File: src/design/macd_crossover_signal_defines.svh
// ----------------------------------------------------------------------------
// MACD crossover signal - assertion macros
// Clocked assertion helpers used by the top-level design file.
// ----------------------------------------------------------------------------
`ifndef MACD_CROSSOVER_SIGNAL_DEFINES_SVH
`define MACD_CROSSOVER_SIGNAL_DEFINES_SVH

`ifndef ASSERT_OFF
// A property that must hold in the same cycle.
`define MACS_ASSERT(label, clk, rstn, prop, msg) \
    label: assert property (@(posedge clk) disable iff (!(rstn)) (prop)) else $error(msg);
// A condition that must be followed by a consequence in the next cycle.
`define MACS_ASSERT_NEXT(label, clk, rstn, pre, post, msg) \
    label: assert property (@(posedge clk) disable iff (!(rstn)) (pre) |=> (post)) \
        else $error(msg);
`else
`define MACS_ASSERT(label, clk, rstn, prop, msg)
`define MACS_ASSERT_NEXT(label, clk, rstn, pre, post, msg)
`endif

`endif

File: src/design/macs_pkg.sv
// ----------------------------------------------------------------------------
// MACD crossover signal - package
// Shared constants, codes, types and helper functions.
// ----------------------------------------------------------------------------
`default_nettype none

package macs_pkg;

    // Default parameter values.
    localparam int PRICE_BITS_DEF      = 32;
    localparam int EXTRA_FRAC_BITS_DEF = 16;
    localparam int COUNT_BITS_DEF      = 16;

    // Fixed field widths.
    localparam int ALPHA_BITS   = 17;
    localparam int ALPHA_FRAC   = 16;
    localparam int WARMUP_BITS  = 16;
    localparam int OUT_BITS     = 49;
    localparam int KIND_BITS    = 2;
    localparam int S_USER_BITS  = 5;
    localparam int M_USER_BITS  = 2;
    localparam int M_DATA_BITS  = ((2 * OUT_BITS + 7) / 8) * 8;
    localparam int CFG_INDEX_BITS = 8;
    localparam int CFG_DATA_BITS  = 32;

    localparam logic [ALPHA_BITS-1:0] ALPHA_ONE = ALPHA_BITS'(1 << ALPHA_FRAC);

    // Tick kinds.
    localparam logic [KIND_BITS-1:0] TICK_NONE  = 2'd0;
    localparam logic [KIND_BITS-1:0] TICK_QUOTE = 2'd1;
    localparam logic [KIND_BITS-1:0] TICK_TRADE = 2'd2;

    // Signal kinds.
    localparam logic [KIND_BITS-1:0] SIG_HOLD = 2'd0;
    localparam logic [KIND_BITS-1:0] SIG_BUY  = 2'd1;
    localparam logic [KIND_BITS-1:0] SIG_SELL = 2'd2;

    // Register indexes.
    localparam logic [CFG_INDEX_BITS-1:0] REG_ALPHA_FAST   = 8'd0;
    localparam logic [CFG_INDEX_BITS-1:0] REG_ALPHA_SLOW   = 8'd1;
    localparam logic [CFG_INDEX_BITS-1:0] REG_ALPHA_SIGNAL = 8'd2;
    localparam logic [CFG_INDEX_BITS-1:0] REG_WARMUP       = 8'd3;

    // Register reset values.
    localparam logic [ALPHA_BITS-1:0]  ALPHA_FAST_RST   = 17'd10082;
    localparam logic [ALPHA_BITS-1:0]  ALPHA_SLOW_RST   = 17'd4855;
    localparam logic [ALPHA_BITS-1:0]  ALPHA_SIGNAL_RST = 17'd13107;
    localparam logic [WARMUP_BITS-1:0] WARMUP_RST       = 16'd78;

    typedef enum logic [3:0] {
        ST_IDLE,
        ST_FAST_GO,
        ST_FAST_WAIT,
        ST_SLOW_GO,
        ST_SLOW_WAIT,
        ST_MACD,
        ST_SIG_GO,
        ST_SIG_WAIT,
        ST_OUTPUT
    } macs_state_t;

    typedef struct packed {
        logic                  start;
        logic [ALPHA_BITS-1:0] alpha;
    } blend_req_t;

    typedef struct packed {
        logic busy;
        logic done;
    } blend_rsp_t;

    // Weights above one act as one.
    function automatic logic [ALPHA_BITS-1:0] clamp_alpha(input logic [ALPHA_BITS-1:0] a);
        return (a > ALPHA_ONE) ? ALPHA_ONE : a;
    endfunction

endpackage

`default_nettype wire

File: src/design/macd_crossover_signal.sv
// ----------------------------------------------------------------------------
// MACD crossover signal generator
// Tracks fast and slow price EMAs, the MACD line and its signal line, and
// reports BUY or SELL when the MACD line crosses the signal line.
// ----------------------------------------------------------------------------
//
//  Channel  Direction  Handshake           Contents
//  s_       in         s_tvalid/s_tready   one market tick per transfer
//  m_       out        m_tvalid/m_tready   one signal result per tick
//  cfg_     in         cfg_valid/cfg_ready register index and write data
//
// A tick with a usable price runs the fast, slow and signal blends in turn,
// each walking NCH = ceil((PRICE_BITS+EXTRA_FRAC_BITS+2)/32) 32-bit slices
// on the shared blend multiplier; a tick without a price goes straight to
// the output. The input is ready only while idle; a stalled m_ side holds
// the sequencer only once a second result is ready.
// Reset is synchronous on aresetn. Configuration writes are always ready.
// ----------------------------------------------------------------------------
`default_nettype none

`include "macd_crossover_signal_defines.svh"

module macd_crossover_signal #(
    parameter int PRICE_BITS      = macs_pkg::PRICE_BITS_DEF,
    parameter int EXTRA_FRAC_BITS = macs_pkg::EXTRA_FRAC_BITS_DEF,
    parameter int COUNT_BITS      = macs_pkg::COUNT_BITS_DEF
) (
    input  logic                                    aclk,
    input  logic                                    aresetn,
    // Tick input.
    input  logic                                    s_tvalid,
    output logic                                    s_tready,
    // bid_price, ask_price, trade_price, zero padding
    input  logic [((3*PRICE_BITS+7)/8)*8-1:0]       s_tdata,
    // tick_kind[1:0], bid_valid, ask_valid, trade_valid
    input  logic [macs_pkg::S_USER_BITS-1:0]        s_tuser,
    // Result output.
    output logic                                    m_tvalid,
    input  logic                                    m_tready,
    // macd_value[48:0], signal_line[48:0], zero padding
    output logic [macs_pkg::M_DATA_BITS-1:0]        m_tdata,
    // signal_kind[1:0]
    output logic [macs_pkg::M_USER_BITS-1:0]        m_tuser,
    // Configuration writes.
    input  logic                                    cfg_valid,
    output logic                                    cfg_ready,
    input  logic [macs_pkg::CFG_INDEX_BITS-1:0]     cfg_index,
    input  logic [macs_pkg::CFG_DATA_BITS-1:0]      cfg_data
);
    import macs_pkg::*;

    localparam int EMA_BITS   = PRICE_BITS + EXTRA_FRAC_BITS;
    localparam int BLEND_BITS = EMA_BITS + 2;
    localparam int WIDE_BITS  = 66;
    localparam int CMP_BITS   = 32;

    // ------------------------------------------------------------------
    // Registers
    // ------------------------------------------------------------------
    macs_state_t state_reg, state_next;

    logic [ALPHA_BITS-1:0]  alpha_fast_reg;
    logic [ALPHA_BITS-1:0]  alpha_slow_reg;
    logic [ALPHA_BITS-1:0]  alpha_signal_reg;
    logic [WARMUP_BITS-1:0] warmup_reg;

    // Running state of the indicator.
    logic [EMA_BITS-1:0]        fast_reg;
    logic [EMA_BITS-1:0]        slow_reg;
    logic signed [EMA_BITS:0]   macd_reg;
    logic signed [EMA_BITS:0]   trig_reg;
    logic                       seeded_reg;
    logic [COUNT_BITS-1:0]      count_reg;

    // Per-tick working values.
    logic [EMA_BITS-1:0]        x_reg;
    logic                       have_reg;
    logic                       armed_reg;
    logic signed [EMA_BITS:0]   last_macd_reg;
    logic signed [EMA_BITS:0]   last_trig_reg;

    // Output register.
    logic                       m_valid_reg;
    logic [KIND_BITS-1:0]       out_kind_reg;
    logic [OUT_BITS-1:0]        out_macd_reg;
    logic [OUT_BITS-1:0]        out_sig_reg;

    // ------------------------------------------------------------------
    // Tick decode
    // ------------------------------------------------------------------
    logic                  have_price;
    logic [PRICE_BITS-1:0] price;
    logic [EMA_BITS-1:0]   x_new;
    logic                  s_xfer;
    logic                  m_xfer;
    logic                  out_free;

    macs_price_select #(
        .PRICE_BITS (PRICE_BITS)
    ) u_price_select (
        .tick_kind   (s_tuser[1:0]),
        .bid_valid   (s_tuser[2]),
        .ask_valid   (s_tuser[3]),
        .trade_valid (s_tuser[4]),
        .bid_price   (s_tdata[PRICE_BITS-1:0]),
        .ask_price   (s_tdata[2*PRICE_BITS-1:PRICE_BITS]),
        .trade_price (s_tdata[3*PRICE_BITS-1:2*PRICE_BITS]),
        .have_price  (have_price),
        .price       (price)
    );

    // Prices enter the averages with the extra fraction bits appended.
    assign x_new    = {price, {EXTRA_FRAC_BITS{1'b0}}};
    assign s_xfer   = s_tvalid & s_tready;
    assign m_xfer   = m_valid_reg & m_tready;
    assign out_free = !m_valid_reg || m_tready;

    // ------------------------------------------------------------------
    // Shared blend unit
    // ------------------------------------------------------------------
    blend_req_t                   blend_req;
    blend_rsp_t                   blend_rsp;
    logic signed [BLEND_BITS-1:0] blend_x;
    logic signed [BLEND_BITS-1:0] blend_y;
    logic signed [BLEND_BITS-1:0] blend_result;

    macs_blend_unit #(
        .VALUE_BITS (BLEND_BITS)
    ) u_blend (
        .aclk    (aclk),
        .aresetn (aresetn),
        .req     (blend_req),
        .x_value (blend_x),
        .y_value (blend_y),
        .rsp     (blend_rsp),
        .result  (blend_result)
    );

    // ------------------------------------------------------------------
    // Sequencer: next state
    // ------------------------------------------------------------------
    always_comb begin
        state_next = state_reg;
        case (state_reg)
            ST_IDLE: begin
                if (s_xfer) begin
                    state_next = have_price ? ST_FAST_GO : ST_OUTPUT;
                end
            end
            ST_FAST_GO:   state_next = ST_FAST_WAIT;
            ST_FAST_WAIT: begin
                if (blend_rsp.done) begin
                    state_next = ST_SLOW_GO;
                end
            end
            ST_SLOW_GO:   state_next = ST_SLOW_WAIT;
            ST_SLOW_WAIT: begin
                if (blend_rsp.done) begin
                    state_next = ST_MACD;
                end
            end
            ST_MACD:      state_next = ST_SIG_GO;
            ST_SIG_GO:    state_next = ST_SIG_WAIT;
            ST_SIG_WAIT: begin
                if (blend_rsp.done) begin
                    state_next = ST_OUTPUT;
                end
            end
            ST_OUTPUT: begin
                if (out_free) begin
                    state_next = ST_IDLE;
                end
            end
            default:      state_next = ST_IDLE;
        endcase
    end

    // ------------------------------------------------------------------
    // Sequencer: outputs
    // ------------------------------------------------------------------
    always_comb begin
        s_tready        = 1'b0;
        blend_req.start = 1'b0;
        blend_req.alpha = clamp_alpha(alpha_fast_reg);
        blend_x         = BLEND_BITS'({2'b00, x_reg});
        blend_y         = BLEND_BITS'({2'b00, fast_reg});
        case (state_reg)
            ST_IDLE: begin
                s_tready = 1'b1;
            end
            ST_FAST_GO: begin
                blend_req.start = 1'b1;
            end
            ST_SLOW_GO, ST_SLOW_WAIT: begin
                blend_req.start = (state_reg == ST_SLOW_GO);
                blend_req.alpha = clamp_alpha(alpha_slow_reg);
                blend_y         = BLEND_BITS'({2'b00, slow_reg});
            end
            ST_SIG_GO, ST_SIG_WAIT: begin
                // The signal line follows the MACD line just computed.
                blend_req.start = (state_reg == ST_SIG_GO);
                blend_req.alpha = clamp_alpha(alpha_signal_reg);
                blend_x         = BLEND_BITS'(macd_reg);
                blend_y         = BLEND_BITS'(trig_reg);
            end
            default: begin
                s_tready        = 1'b0;
                blend_req.start = 1'b0;
            end
        endcase
    end

    always_ff @(posedge aclk) begin
        if (!aresetn) begin
            state_reg <= ST_IDLE;
        end else begin
            state_reg <= state_next;
        end
    end

    // ------------------------------------------------------------------
    // Configuration registers
    // ------------------------------------------------------------------
    assign cfg_ready = 1'b1;

    always_ff @(posedge aclk) begin
        if (!aresetn) begin
            alpha_fast_reg   <= ALPHA_FAST_RST;
            alpha_slow_reg   <= ALPHA_SLOW_RST;
            alpha_signal_reg <= ALPHA_SIGNAL_RST;
            warmup_reg       <= WARMUP_RST;
        end else if (cfg_valid && cfg_ready) begin
            // Writes to indexes beyond the register list are dropped.
            case (cfg_index)
                REG_ALPHA_FAST:   alpha_fast_reg   <= cfg_data[ALPHA_BITS-1:0];
                REG_ALPHA_SLOW:   alpha_slow_reg   <= cfg_data[ALPHA_BITS-1:0];
                REG_ALPHA_SIGNAL: alpha_signal_reg <= cfg_data[ALPHA_BITS-1:0];
                REG_WARMUP:       warmup_reg       <= cfg_data[WARMUP_BITS-1:0];
                default: begin
                end
            endcase
        end
    end

    // ------------------------------------------------------------------
    // Indicator datapath
    // ------------------------------------------------------------------
    logic cross_up;
    logic cross_down;
    logic [KIND_BITS-1:0] kind_w;
    logic signed [WIDE_BITS-1:0] macd_wide;
    logic signed [WIDE_BITS-1:0] trig_wide;

    assign cross_up   = (last_macd_reg < last_trig_reg) && (macd_reg > trig_reg);
    assign cross_down = (last_macd_reg > last_trig_reg) && (macd_reg < trig_reg);

    always_comb begin
        kind_w = SIG_HOLD;
        if (have_reg && armed_reg) begin
            if (cross_up) begin
                kind_w = SIG_BUY;
            end else if (cross_down) begin
                kind_w = SIG_SELL;
            end
        end
    end

    // Results carry the low output bits of the sign-extended lines.
    assign macd_wide = WIDE_BITS'(macd_reg);
    assign trig_wide = WIDE_BITS'(trig_reg);

    always_ff @(posedge aclk) begin
        if (!aresetn) begin
            fast_reg   <= '0;
            slow_reg   <= '0;
            macd_reg   <= '0;
            trig_reg   <= '0;
            seeded_reg <= 1'b0;
            count_reg  <= '0;
            have_reg   <= 1'b0;
        end else begin
            case (state_reg)
                ST_IDLE: begin
                    if (s_xfer) begin
                        have_reg <= have_price;
                        if (have_price) begin
                            // The first price seeds both averages and
                            // zeroes the two lines before the normal update.
                            if (!seeded_reg) begin
                                fast_reg   <= x_new;
                                slow_reg   <= x_new;
                                macd_reg   <= '0;
                                trig_reg   <= '0;
                                seeded_reg <= 1'b1;
                            end
                            if (count_reg != '1) begin
                                count_reg <= count_reg + 1'b1;
                            end
                        end
                    end
                end
                ST_FAST_WAIT: begin
                    if (blend_rsp.done) begin
                        fast_reg <= blend_result[EMA_BITS-1:0];
                    end
                end
                ST_SLOW_WAIT: begin
                    if (blend_rsp.done) begin
                        slow_reg <= blend_result[EMA_BITS-1:0];
                    end
                end
                ST_MACD: begin
                    macd_reg <= $signed({1'b0, fast_reg}) - $signed({1'b0, slow_reg});
                end
                ST_SIG_WAIT: begin
                    if (blend_rsp.done) begin
                        trig_reg <= blend_result[EMA_BITS:0];
                    end
                end
                default: begin
                end
            endcase
        end
    end

    // Working values captured with each tick.
    always_ff @(posedge aclk) begin
        if (state_reg == ST_IDLE && s_xfer) begin
            x_reg     <= x_new;
            armed_reg <= CMP_BITS'(count_reg) >= CMP_BITS'(warmup_reg);
            if (seeded_reg) begin
                last_macd_reg <= macd_reg;
                last_trig_reg <= trig_reg;
            end else begin
                last_macd_reg <= '0;
                last_trig_reg <= '0;
            end
        end
    end

    // ------------------------------------------------------------------
    // Output register
    // ------------------------------------------------------------------
    always_ff @(posedge aclk) begin
        if (!aresetn) begin
            m_valid_reg <= 1'b0;
        end else begin
            if (state_reg == ST_OUTPUT && out_free) begin
                m_valid_reg <= 1'b1;
            end else if (m_xfer) begin
                m_valid_reg <= 1'b0;
            end
        end
    end

    always_ff @(posedge aclk) begin
        if (state_reg == ST_OUTPUT && out_free) begin
            out_kind_reg <= kind_w;
            out_macd_reg <= macd_wide[OUT_BITS-1:0];
            out_sig_reg  <= trig_wide[OUT_BITS-1:0];
        end
    end

    assign m_tvalid = m_valid_reg;
    assign m_tuser  = out_kind_reg;
    assign m_tdata  = M_DATA_BITS'({out_sig_reg, out_macd_reg});

    // ------------------------------------------------------------------
    // Assertions
    // ------------------------------------------------------------------
    `MACS_ASSERT_NEXT(a_busy_after_accept, aclk, aresetn, s_xfer, !s_tready,
        "input accepted while a tick is in progress")
    `MACS_ASSERT_NEXT(a_seeded_after_price, aclk, aresetn, s_xfer && have_price, seeded_reg,
        "priced tick did not seed the averages")
    `MACS_ASSERT(a_blend_in_wait, aclk, aresetn,
        !(blend_rsp.busy || blend_rsp.done) || state_reg == ST_FAST_WAIT ||
        state_reg == ST_SLOW_WAIT || state_reg == ST_SIG_WAIT,
        "blend unit active outside a wait state")
    `MACS_ASSERT(a_cross_needs_seed, aclk, aresetn,
        !(m_tvalid && m_tuser != SIG_HOLD) || seeded_reg,
        "crossover reported before any price was seen")

endmodule

`default_nettype wire

File: src/design/macs_price_select.sv
// ----------------------------------------------------------------------------
// MACD crossover signal - price select
// Picks the usable price of a tick: quote mid or trade price.
// ----------------------------------------------------------------------------
`default_nettype none

module macs_price_select #(
    parameter int PRICE_BITS = 32
) (
    input  logic [macs_pkg::KIND_BITS-1:0] tick_kind,
    input  logic                           bid_valid,
    input  logic                           ask_valid,
    input  logic                           trade_valid,
    input  logic [PRICE_BITS-1:0]          bid_price,
    input  logic [PRICE_BITS-1:0]          ask_price,
    input  logic [PRICE_BITS-1:0]          trade_price,
    output logic                           have_price,
    output logic [PRICE_BITS-1:0]          price
);
    import macs_pkg::*;

    logic [PRICE_BITS:0] quote_sum;

    assign quote_sum = {1'b0, bid_price} + {1'b0, ask_price};

    always_comb begin
        have_price = 1'b0;
        price      = '0;
        case (tick_kind)
            TICK_QUOTE: begin
                // Truncated mid of the two sides.
                have_price = bid_valid & ask_valid;
                price      = quote_sum[PRICE_BITS:1];
            end
            TICK_TRADE: begin
                have_price = trade_valid;
                price      = trade_price;
            end
            default: begin
                have_price = 1'b0;
                price      = '0;
            end
        endcase
    end

endmodule

`default_nettype wire

File: src/design/macs_blend_unit.sv
// ----------------------------------------------------------------------------
// MACD crossover signal - blend unit
// Iterative EMA step y + ((a * (x - y) + 2^15) >> 16) with one 18x33 multiplier.
// ----------------------------------------------------------------------------
`default_nettype none

module macs_blend_unit #(
    parameter int VALUE_BITS = 50
) (
    input  logic                          aclk,
    input  logic                          aresetn,
    input  macs_pkg::blend_req_t          req,
    input  logic signed [VALUE_BITS-1:0]  x_value,
    input  logic signed [VALUE_BITS-1:0]  y_value,
    output macs_pkg::blend_rsp_t          rsp,
    output logic signed [VALUE_BITS-1:0]  result
);
    import macs_pkg::*;

    localparam int CHUNK     = 32;
    localparam int NCH       = (VALUE_BITS + CHUNK - 1) / CHUNK;
    localparam int PADW      = NCH * CHUNK;
    localparam int ACCW      = PADW + ALPHA_BITS + 1;
    localparam int PRODW     = ALPHA_BITS + 1 + CHUNK + 1;
    localparam int STEP_BITS = $clog2(NCH + 3);

    localparam logic [STEP_BITS-1:0] LAST_MUL  = STEP_BITS'(NCH - 1);
    localparam logic [STEP_BITS-1:0] LAST_ACC  = STEP_BITS'(NCH);
    localparam logic [STEP_BITS-1:0] ROUND_STP = STEP_BITS'(NCH + 1);
    localparam logic [STEP_BITS-1:0] FINAL_STP = STEP_BITS'(NCH + 2);
    localparam logic signed [ACCW-1:0] HALF    = ACCW'(1 << (ALPHA_FRAC - 1));

    logic                         busy_reg;
    logic                         done_reg;
    logic [STEP_BITS-1:0]         step_reg;
    logic [ALPHA_BITS-1:0]        alpha_reg;
    logic signed [VALUE_BITS-1:0] y_reg;
    logic [PADW-1:0]              diff_reg;
    logic signed [PRODW-1:0]      prod_reg;
    logic signed [ACCW-1:0]       acc_reg;
    logic signed [VALUE_BITS-1:0] result_reg;

    logic signed [VALUE_BITS-1:0] diff_w;
    logic [CHUNK-1:0]             chunk;
    logic signed [CHUNK:0]        chunk_ext;
    logic signed [ALPHA_BITS:0]   alpha_s;
    logic signed [PRODW-1:0]      prod_w;

    assign diff_w  = x_value - y_value;
    assign chunk   = diff_reg[PADW-1 -: CHUNK];
    // The top chunk carries the sign; lower chunks are plain magnitudes.
    assign chunk_ext = (step_reg == '0) ? {chunk[CHUNK-1], chunk} : {1'b0, chunk};
    assign alpha_s = {1'b0, alpha_reg};
    assign prod_w  = alpha_s * chunk_ext;

    always_ff @(posedge aclk) begin
        if (!aresetn) begin
            busy_reg <= 1'b0;
            done_reg <= 1'b0;
            step_reg <= '0;
        end else begin
            done_reg <= busy_reg && !req.start && (step_reg == FINAL_STP);
            if (req.start) begin
                busy_reg <= 1'b1;
                step_reg <= '0;
            end else if (busy_reg) begin
                if (step_reg == FINAL_STP) begin
                    busy_reg <= 1'b0;
                end
                step_reg <= step_reg + 1'b1;
            end
        end
    end

    always_ff @(posedge aclk) begin
        if (req.start) begin
            alpha_reg <= req.alpha;
            y_reg     <= y_value;
            diff_reg  <= PADW'(diff_w);
            acc_reg   <= '0;
        end else if (busy_reg) begin
            if (step_reg <= LAST_MUL) begin
                prod_reg <= prod_w;
                diff_reg <= diff_reg << CHUNK;
            end
            if (step_reg != '0 && step_reg <= LAST_ACC) begin
                acc_reg <= (acc_reg <<< CHUNK) + ACCW'(prod_reg);
            end
            if (step_reg == ROUND_STP) begin
                acc_reg <= acc_reg + HALF;
            end
            if (step_reg == FINAL_STP) begin
                result_reg <= y_reg + VALUE_BITS'(acc_reg >>> ALPHA_FRAC);
            end
        end
    end

    assign rsp.busy = busy_reg;
    assign rsp.done = done_reg;
    assign result   = result_reg;

endmodule

`default_nettype wire

File: config.mk
export PLATFORM = sky130hd
export DESIGN_NAME = macd_crossover_signal
export DESIGN_NICKNAME = d
export VERILOG_FILES = /design/src/design/macs_pkg.sv /design/src/design/macd_crossover_signal.sv /design/src/design/macs_price_select.sv /design/src/design/macs_blend_unit.sv
export VERILOG_INCLUDE_DIRS = /design/src /design/src/design
export SDC_FILE = /design/constraint.sdc
export NUM_CORES = 2
export LEC_CHECK = 0
export ABC_AREA = 1
export BUFFER_PORTS_ARGS = -buffer_cell sky130_fd_sc_hd__buf_2
export CAP_MARGIN = 20
export CELL_PAD_IN_SITES_DETAIL_PLACEMENT = 1
export CELL_PAD_IN_SITES_GLOBAL_PLACEMENT = 1
export CORE_MARGIN = 2
export CORE_UTILIZATION = 43
export DETAILED_ROUTE_END_ITERATION = 10
export PLACE_DENSITY = 0.83
export SLEW_MARGIN = 20
export SYNTH_ARGS = -nofsm -noshare
export SYNTH_HDL_FRONTEND = slang
export SYNTH_HIERARCHICAL = 1
export SYNTH_SLANG_ARGS = --single-unit
File: constraint.sdc
create_clock -name aclk -period 9.1 [get_ports aclk]
set_input_delay 1.82 -clock aclk [delete_from_list [all_inputs] [get_ports aclk]]
set_output_delay 1.82 -clock aclk [all_outputs]
set_load 0.02 [all_outputs]
==> metrics.md <==
| Metric | Value |
|---|---|
| Crit. End Element | `flop` |
| Multi-input gate area | `43400 um^2` |
| Core footprint | `170000 um^2` |
| # nets final | `11400` |
| Largest net degree at the start of global routing | `179` |
| GPL Wtd Cong | `1.04` |
| Dpl hpwl | `243 mm` |
| Clock sinks | `815` |
| Die W | `418 um` |
| Setup Buffers After CTS | `0` |
| Synth Cell Area | `73600 um^2` |
| Hold buffer count at CTS | `0` |
| Register area | `20900 um^2` |
| Die ar. | `175000 um^2` |
| Initial detailed-routing violation count | `5718` |
| Detailed Route WL | `304 mm` |
| Initial core utilization | `43.4%` |
| Fmax | `0.132 GHz` |
| Met3 routed WL | `19.5 mm` |
| Status | `finished, final reports clean` |
| Syn Inst Count | `10200` |
| Most frequent cells in the layout | `nand2_1, inv_1, nor2_1, a21oi_1, fa_1` |
| Num rows | `151` |
| Final setup fails | `0` |
| Slowest CP cell | `fa_1` |
| Top routing layer in use | `met5` |
| Ports | `255` |
| Type of the tightest min-delay check | `flop to flop` |
| Drt via density | `5.58` |
| First-pass DRT Iterations | `6` |
| Die Height | `418 um` |
| Clock Tree Buf Depth | `3` |
| # DRC | `0` |
| Routed length on met2 | `143 mm` |
| Setup TNS | `0 ns` |
| CP max FO | `14` |
| Final hold vios | `0` |
| Critical path startpoint | `u_blend/step_reg[0]` |
| Commonest non-fill, non-tap cell in the layout | `nand2_1` |
| CTS root buffer | `clkbuf_16` |
| Worst path most repeated cell | `inv_1` |
| Critical R2R Launch | `u_blend/step_reg[0]` |
| Startpoint types | `flop` |
| Max FFs per register | `65` |
| H-tree levels | `3` |
| Wire length on met1 | `123 mm` |
| Synth Warn # | `6` |
| Cts bufs inserted | `93` |
| Worst slew margin | `11.7%` |
| Hold Path Origin | `trig_reg[38]` |
| Post-DR wirelength/cell | `24.2 um` |
| Grt ovf | `0` |
| RSZ-0062 raised after global routing | `no` |
| Vias | `70000` |
| CP Data Required Time | `9.54 ns` |
| Post-Syn Area per Cell | `7.24 um^2` |
| Post-CTS Resized | `0` |
| P&R area growth vs syn | `8.60%` |
| Number of global-route vias before repair | `74000` |
| Clock transition at the registers of the reported paths | `0.07 ns` |
| WS Path Type | `flop to flop` |
| Fin. max-slew vios | `0` |
| Min cycle time layout | `7.59 ns` |
| CTS tree | `done` |
| MaxCap Viol Count | `0` |
| Fraction of layout instances using a drive strength above 1 | `5.76%` |
| Worst-margin pin slew | `1.31 ns` |
| Worst Skew | `0.0918 ns` |
| Global-route wire length before repair | `453 mm` |
| CP Data Arrival Time | `8.02 ns` |
| Initial antenna violation count | `10` |
| Clk_lat worst skew | `0.75 ns` |
| Post-route ant nets | `0` |
| Fillers | `21500` |
| CP peak stage delay | `1.01 ns` |
| # port buffers | `232` |
| GR Util All Layers | `34.4%` |
| Crit share post-route | `83.4%` |
## critical path: cells and delay by family (launching register included)
kind,cells,cell delay [ns]
buffers and inverters,8,1.03
DFF,1,0.36
adders and majority gates,8,4.41
and+or+nand+nor,9,1.50
## path summary, 6_finish.rpt
kind                     endpoint  cells after the start  slack, ns
max          u_blend/prod_reg[47]                     25       1.51
min               out_sig_reg[38]                      0       0.47
max reg2reg  u_blend/prod_reg[47]                     25       1.51
min reg2reg       out_sig_reg[38]                      0       0.47
## per-stage QoR
stage	worst slack, ns	hold WS, ns	utilization (%)	instances	instance area [um^2]
2_1_floorplan	1.19	0.430	-	10200	73700
3_3_place_gp	1.86	0.452	45.3	12400	76800
4_1_cts	1.51	0.478	47.1	12500	79900
6_report	1.51	0.468	47.1	12500	80000
3_5_place_dp	1.52	0.460	45.3	12400	76800
5_1_grt	1.06	0.494	47.1	12500	79900
## area by class of cell
| class | instances | area share, % |
|---|---|---|
| clock inverter | 56 | 0.698 |
| antenna | 6 | 0.0188 |
| timing repair buffer | 306 | 2.17 |
| clock buffer | 120 | 3.25 |
| tap | 2218 | 3.47 |
| sequential | 815 | 26.2 |
| multi-input combinational | 6899 | 54.3 |
| inverter | 2114 | 9.93 |
## per-layer routing
layer	vias up	track usage (%)
li1	31800	-
met1	34900	43.2
met2	2502	57.5
met3	738	4.94
met4	8	17.7
met5	-	0
Power is left out: the tool's default activity adds up to more than one toggle a clock period on the data nets, which glitch-free logic cannot reach.
